===== src/hw/rtl/min_tracking_stack_macros.svh =====
// Assertion macros for the min tracking stack
`ifndef MIN_TRACKING_STACK_MACROS_SVH
`define MIN_TRACKING_STACK_MACROS_SVH

`ifndef SYNTHESIS

// Concurrent check sampled on the rising clock, off while reset is high
`define MTS_ASSERT(label, clk, rst, prop, msg) \
   label: assert property (@(posedge clk) disable iff (rst) (prop)) \
      else $error(msg);

// Implication check, antecedent and consequent in the same cycle
`define MTS_ASSERT_IMP(label, clk, rst, cond, prop, msg) \
   label: assert property (@(posedge clk) disable iff (rst) (cond) |-> (prop)) \
      else $error(msg);

`else

`define MTS_ASSERT(label, clk, rst, prop, msg)
`define MTS_ASSERT_IMP(label, clk, rst, cond, prop, msg)

`endif

`endif


===== src/hw/rtl/mts_pkg.sv =====
// Shared types and constants for the min tracking stack
package mts_pkg;

   localparam int DEFAULT_STACK_DEPTH = 64;
   localparam int DATA_WIDTH          = 32;
   localparam int KIND_WIDTH          = 2;

   // Value shown for top and minimum when the stack is empty
   localparam logic signed [DATA_WIDTH-1:0] EMPTY_READ = -32'sd1;

   // Operation codes; code 3 behaves as a peek
   typedef enum logic [KIND_WIDTH-1:0] {
      KIND_PUSH = 2'd0,
      KIND_POP  = 2'd1,
      KIND_PEEK = 2'd2
   } kind_type;

   // One stack entry: the value and the smallest value at or below it
   typedef struct packed {
      logic signed [DATA_WIDTH-1:0] value;
      logic signed [DATA_WIDTH-1:0] minimum;
   } entry_type;

   // Shift command broadcast to every cell
   typedef struct packed {
      logic push;
      logic pop;
   } shift_type;

endpackage


===== src/hw/rtl/mts_cell.sv =====
// One stack slot: takes the entry above on push, the entry below on pop
module mts_cell (
   input  logic                clock,
   input  mts_pkg::shift_type  shift,
   input  mts_pkg::entry_type  from_above,
   input  mts_pkg::entry_type  from_below,
   output mts_pkg::entry_type  entry
);

   mts_pkg::entry_type entry_ff;
   mts_pkg::entry_type entry_in;

   // Next slot content
   always_comb begin
      entry_in = entry_ff;
      if (shift.push) begin
         entry_in = from_above;
      end else if (shift.pop) begin
         entry_in = from_below;
      end
   end

   // Payload only, no reset needed
   always_ff @(posedge clock) begin
      entry_ff <= entry_in;
   end

   assign entry = entry_ff;

endmodule


===== config.mk =====
export PLATFORM = sky130hd
export DESIGN_NAME = mts_cell
export DESIGN_NICKNAME = d
export VERILOG_FILES = /design/src/hw/rtl/min_tracking_stack_macros.svh /design/src/hw/rtl/mts_pkg.sv /design/src/hw/rtl/mts_cell.sv
export SDC_FILE = /design/constraint.sdc
export NUM_CORES = 1
export LEC_CHECK = 0
export ABC_AREA = 0
export BUFFER_PORTS_ARGS = -buffer_cell sky130_fd_sc_hd__buf_2
export CORE_ASPECT_RATIO = 1.5
export CORE_UTILIZATION = 40
export CTS_CLUSTER_SIZE = 16
export DETAILED_ROUTE_END_ITERATION = 10
export PLACE_DENSITY = 0.77
export SETUP_SLACK_MARGIN = 0.05
export SYNTH_ARGS = -nofsm -noshare
export SYNTH_HDL_FRONTEND = slang
export SYNTH_SLANG_ARGS = --single-unit

===== constraint.sdc =====
create_clock -name clock -period 6.5 [get_ports clock]
set_input_delay 0.975 -clock clock [delete_from_list [all_inputs] [get_ports clock]]
set_output_delay 0.975 -clock clock [all_outputs]
set_load 0.005 [all_outputs]

# --- After elaboration in Yosys (flattened, before gate mapping) ---
# Index checks and enable logic that the tools add are counted.
totals:
  reg_bits: 64
  input_bits: 131
  wordCells: 5
op_classes:
  n_mux: 2
  reduce_logical: 1
ops:
  columns: ["operator", "n"]
  rows:
  - ["64-bit two-way mux", 2]
  - ["2-bit nonzero test", 1]

# --- Depth between registers and ports, before layout ---
# Gate-level depths: netlist of run 1.
logic_depth:
  depth_word: 2
  ltp_mapped: 3

# --- Worst setup path before layout of run 1 ---
# Ideal clock, no wire load.
synth_timing:
  path_type: "input port to flip-flop"
  from: "in shift[1] (netlist bit)"
  to: "reg entry_ff (netlist bit entry[0]), enable pin"
  setup_time_ns: 0.426
  t_arrival_ns: 2.724
  t_required_ns: 6.074
  setup_slack_ns: 3.351
  cell_stages: 3
  path_buffers: 2
  cell_sequence: "buf_6 > buf_6 > or2_1"
synth_via:
  elab_chain_len: 1
synth_rtl:
  columns: ["element", "line_no", "source"]
  rows:
  - ["from (decl)", "mts_cell.sv:4", "input mts_pkg::shift_type shift,"]
  - ["2-bit nonzero test (no line)", null, null]
  - ["to (signal assigned)", "mts_cell.sv:25", "entry_ff <= entry_in;"]
  - ["to (decl)", "mts_cell.sv:10", "mts_pkg::entry_type entry_ff;"]
# No other way between the ends.
# A chain may end at the register's enable or synchronous reset.

# --- Worst setup path after layout of run 1 ---
layout_timing:
  from: "in shift[1] (netlist bit)"
  to: "reg entry_ff (netlist bit entry[2]), enable pin"
# Same word-level chain as after synthesis.

==> reports/qor.yml, run 1 <==
sta:
  rsz0062_at_grt: "no"
  fmax_mhz: 325.5
  setup_viol: 0
  finalCriticalPeriod_ns: 3.072
  final_hold_viol_count: 0
  tns_ns: 0
  tightest_slew_ns: 1.066
  timing.final.crit_share_pct: 47.26
  slew_headroom_pct: 28.94
  finalMaxSlewViolations: 0
critical_path:
  endpoint_kind: "flip-flop"
  critPathMaxStageDelay_ns: 0.76
  slowest_stage: "buf_4"
  worstPathRequired_ns: 6.48
  crit_arrival_ns: 3.05
  crit_top_cell: "buf_4"
  worst-path-max-fanout: 65
  cp_cell_sequence: "buf_4, or2_2, buf_4"
  path_class: "input port to flip-flop"
  critPathLaunchType: "input port"
route:
  drc: 0
  routed_wl_um: 6407
  wl_per_cell_um: 15.33
  drt_iter0_drc: 131
  vias: 1936
  vias_per_cell: 4.632
  firstDrtPassIters: 4
  antenna_left: 0
finish:
  diodes: 0
  final_nets: 466
  syn2layout_area_growth_pct: 40.01
  drive_above_1_share_pct: 80.00
  largest_register_ffs: 64
clock_tree:
  clk_pin_slew_ns: 0.06
  cts_setup_buffers: 0
  cts_max_path_buffers: 2
  cts_resized: 0
  htreeDepth: 3
  cts_buffers: 9
  ctsHoldBuffers: 0
  cts_tree: "done"
  cts_root_buffer: "clkbuf_8"
  clock-sinks: 64
run:
  drv_cap: 0
logic_synthesis:
  ys_warn_count: 0
  yosysMostFrequentCell: "edfxtp_1"
  yosys_register_bits: 64
  synth_edf_count: 64
  synth.top_cells.by_area: "edfxtp_1, mux2_4, mux2_2"
  synth_common_cells: "edfxtp_1, mux2_4, mux2_2"
  yosysTopAreaCell: "edfxtp_1"
  async_reset_ff_share_pct: 0
  synth.area.mux_share_pct: 31.14
  yosys_most_used_dff: "edfxtp_1"
  synthesis.instances: 136
  syn_area_per_cell_um2: 21.36
  synth_fa_ha_area_share_pct: 0
  yosysSeqAreaShare_pct: 66.15
  syn-cell-area_um2: 2905
  synthesis.nets: 267
  synth_top_family_by_area: "multiplexers"
  netlist.area_leader.share_pct: 66.15
  synth_xor_area_share_pct: 0
  yosysUniqueCellTypes: 6
  synth_compound_gate_area_share_pct: 0
  synth-simple-area-share_pct: 0.2153
pwr:
  pwr-share-comb_pct: 16.7
  p_leak_uw: 0.001962
  ir_worst_vdd_uv: 112.6
  cellPowerDensity_nw_per_um2: 233.9
  clkPwrFrac_pct: 28.9
  p_sw_uw: 209.6
  p_total_uw: 951.3
  internal_power_uw: 741.7
  seqPwrFrac_pct: 54.5
  swShare_pct: 22.03
floorplan:
  die_w_um: 71.59
  die_h_um: 106.4
  ioPinCount: 195
  core_um2: 6944
  fp-row-count: 37
  design.die.area_um2: 7615
  start_util_pct: 41.84
grt:
  grt_pass1_wl_um: 9135
  grt_overflow: 0
  grt_max_degree: 66
  grt_pass1_vias: 1855
  antenna_found_initial: 0
  grt_use_total_pct: 16.68
placement:
  gp_congestion: 0.7730
  portBuffers: 194
run_status:
  status: "completed"
worst_hold_path:
  hold_path.class: "input port to flip-flop"
==> cell type report <==
cell class	instances	area, µm²
clock inverter	4	21.27
clock buffer	12	135.1
fill	556	2877
sequential	64	1922
multi-input combinational	65	910.9
tap	78	97.59
timing repair buffer	195	980.9
==> kinds of logic (layout without fill, tap and decap cells) <==
family / after synthesis / in the layout
and+or+nand+nor: 1 / 1
buffers and inverters: 7 / 211
muxes: 64 / 64
DFF: 64 / 64
==> critical path, delay by kind of cell <==
| family | cells | cell delay, ns |
|---|---|---|
| buffers and inverters | 2 | 1.27 |
| and+or+nand+nor | 1 | 0.73 |
==> metrics by stage <==
stage | util, % | instance area (µm²) | instances | hold slack [ns] | setup WS, ns
floorplan | - | 2905 | 136 | 1.192 | 3.351
global placement | 56.32 | 3911 | 402 | 1.276 | 3.100
detailed placement | 56.32 | 3911 | 402 | 1.278 | 3.044
CTS | 58.58 | 4068 | 418 | 0.9236 | 3.411
global route | 58.58 | 4068 | 418 | 0.9250 | 3.280
finish | 58.58 | 4068 | 418 | 0.9438 | 3.428
==> power groups by stage <==
stage	combinational, µW	clock, µW	sequential, µW
floorplan	64.3	0	535
global placement	159	0	526
detailed placement	160	0	528
CTS	161	285	519
global route	171	302	522
finish	158	275	518
==> path summary, 6_finish.rpt <==
kind            from         to  slack [ns]  depth (start not counted)
min   from_below[44]  entry[44]        0.94                          2
max         shift[1]   entry[2]        3.43                          3
==> layout by cell type (no fill, tap or decap) <==
cell type	Yosys	routed
buf_4	0	2
edfxtp_1	64	64
or2_2	0	1
mux2_4	49	49
buf_2	1	193
mux2_2	15	15
clkinv_2	0	2
clkbuf_8	0	9
clkinv_1	0	1
clkinvlp_4	0	1
clkbuf_1	0	3
==> routing by layer <==
layer / share of wire (%) / global-route usage, % / wire length [µm] / up-vias
li1: - / - / - / 933
met1: 35 / 15.92 / 2265 / 874
met2: 55 / 30.95 / 3508 / 120
met3: 8.0 / 5.308 / 514 / 9
met4: 1.9 / 8.964 / 119 / 0
met5: 0 / 0 / 0 / -
Power figures use the tool's default switching activity.
==> inputs of run 2 (changes only) <==
- CORE_UTILIZATION: 40 -> 38
- clock period: 6.5 -> 2.5 ns (I/O delays scaled with it)
==> run 2 against run 1 <==
  * Flip-flop and latch count stayed put
  * Global-route usage shrank 0.32 points
  * Cell area up 2.6%
  * Sequential power grew to 2.6 times the previous value
  * Via count rose by 2.2%
  * Core utilization is 1.6 points lower
  * Total power increased to 2.8 times the previous value
  * Critical path depth is 2 lower
  * Worst setup slack lost 2.2 ns
  * Die area up 5.1%
==> reports/qor.yml, run 2 (synthesis gave the netlist of run 1 again) <==
finish:
  largest_register_ffs: 64
  layout_commonest_cell: "buf_2"
  final_nets: 469
  syn2layout_area_growth_pct: 43.67
  drive_above_1_share_pct: 80.41
  final_cell_mix: "buf_2, edfxtp_1, mux2_4"
  diodes: 0
sta:
  finalMaxSlewViolations: 0
  tns_ns: 0
  slew_headroom_pct: 63.07
  setup_viol: 0
  final_hold_viol_count: 0
  tightest_slew_ns: 0.5539
  finalCriticalPeriod_ns: 1.265
  fmax_mhz: 790.8
  rsz0062_at_grt: "no"
  timing.final.crit_share_pct: 50.58
  whs_ns: 0.3380
critical_path:
  critPathLaunchType: "flip-flop"
  timing.critical_path.buf_inv: 1
  worstPathRequired_ns: 2.12
  crit_arrival_ns: 0.89
  endpoint_kind: "primary output"
  critical-path-top-delay-family: "flip-flops"
  worst-path-max-fanout: 1
  cp_cell_sequence: "buf_2"
  slowest_stage: "edfxtp_1"
  path_class: "flip-flop to primary output"
  critPathMaxStageDelay_ns: 0.41
clock_tree:
  clock-sinks: 64
  ctsHoldBuffers: 0
  cts_max_path_buffers: 2
  cts_buffers: 9
  cts_root_buffer: "clkbuf_8"
  clk_pin_slew_ns: 0.07
  cts_setup_buffers: 0
  cts_resized: 0
  htreeDepth: 3
  cts_tree: "done"
route:
  top_layer: "met4"
  drt_iter0_drc: 96
  firstDrtPassIters: 4
  vias: 1978
  antenna_left: 0
  dr_wl_met3_um: 763
  vias_per_cell: 4.475
  route.met2.wl_um: 3719
  wl_met1_um: 2313
  drc: 0
  wl_per_cell_um: 15.59
  routed_wl_um: 6889
pwr:
  seqPwrFrac_pct: 50.3
  clkPwrFrac_pct: 34.0
  ir_worst_vdd_uv: 372.5
  pwr-share-comb_pct: 15.7
  internal_power_uw: 2125
  cellPowerDensity_nw_per_um2: 641.4
  swShare_pct: 20.62
  p_sw_uw: 552.1
  p_leak_uw: 0.002004
grt:
  grt_pass1_wl_um: 9204
  antenna_found_initial: 0
  grt_max_degree: 46
  grt_use_total_pct: 16.36
  grt_pass1_vias: 1920
  grt_overflow: 0
placement:
  post-dp-hpwl_um: 5321
  gp_congestion: 0.7585
  portBuffers: 194
run_status:
  status: "completed"
worst_hold_path:
  hold_path.class: "input port to flip-flop"
floorplan:
  die_w_um: 73.40
  start_util_pct: 39.68
  ioPinCount: 195
  core_um2: 7322
  die_h_um: 109.1
  design.die.area_um2: 8007
  fp-row-count: 38
run:
  drv_cap: 0
==> run 2: power by group through the flow <==
| stage | registers (µW) | clock network [µW] | logic (µW) |
|---|---|---|---|
| final | 1350 | 910 | 421 |
| after global routing | 1360 | 978 | 455 |
| after CTS | 1350 | 935 | 427 |
| after detailed placement | 1370 | 0 | 425 |
| after global placement | 1370 | 0 | 417 |
| after floorplan | 1390 | 0 | 167 |
==> run 2: path summary, 6_finish.rpt <==
path	start	endpoint	slack [ns]	depth (start not counted)
min	from_below[5]	entry[5]	0.34	2
max	entry[2]	entry[2]	1.24	1
==> run 2: layer usage <==
layer,up-vias,GRT usage (%)
met5,-,0
met4,0,7.418
met3,7,7.301
met2,126,30.22
met1,907,14.99
li1,938,-
==> run 2: final cells by class <==
| cell class | instances | area (µm²) |
|---|---|---|
| multi-input combinational | 65 | 910.9 |
| fill | 608 | 3148 |
| timing repair buffer | 198 | 1016 |
| sequential | 64 | 1922 |
| clock buffer | 10 | 127.6 |
| tap | 100 | 125.1 |
| clock inverter | 5 | 72.57 |
==> run 2: per-stage QoR <==
stage / power [µW] / instance area, µm² / setup WS (ns) / instances / util (%)
floorplan: 1556 / 2905 / 0.5835 / 136 / -
global placement: 1784 / 3974 / 1.040 / 427 / 54.27
detailed placement: 1796 / 3974 / 1.029 / 427 / 54.27
CTS: 2711 / 4174 / 1.217 / 442 / 57.01
global route: 2791 / 4174 / 1.198 / 442 / 57.01
finish: 2677 / 4174 / 1.236 / 442 / 57.01
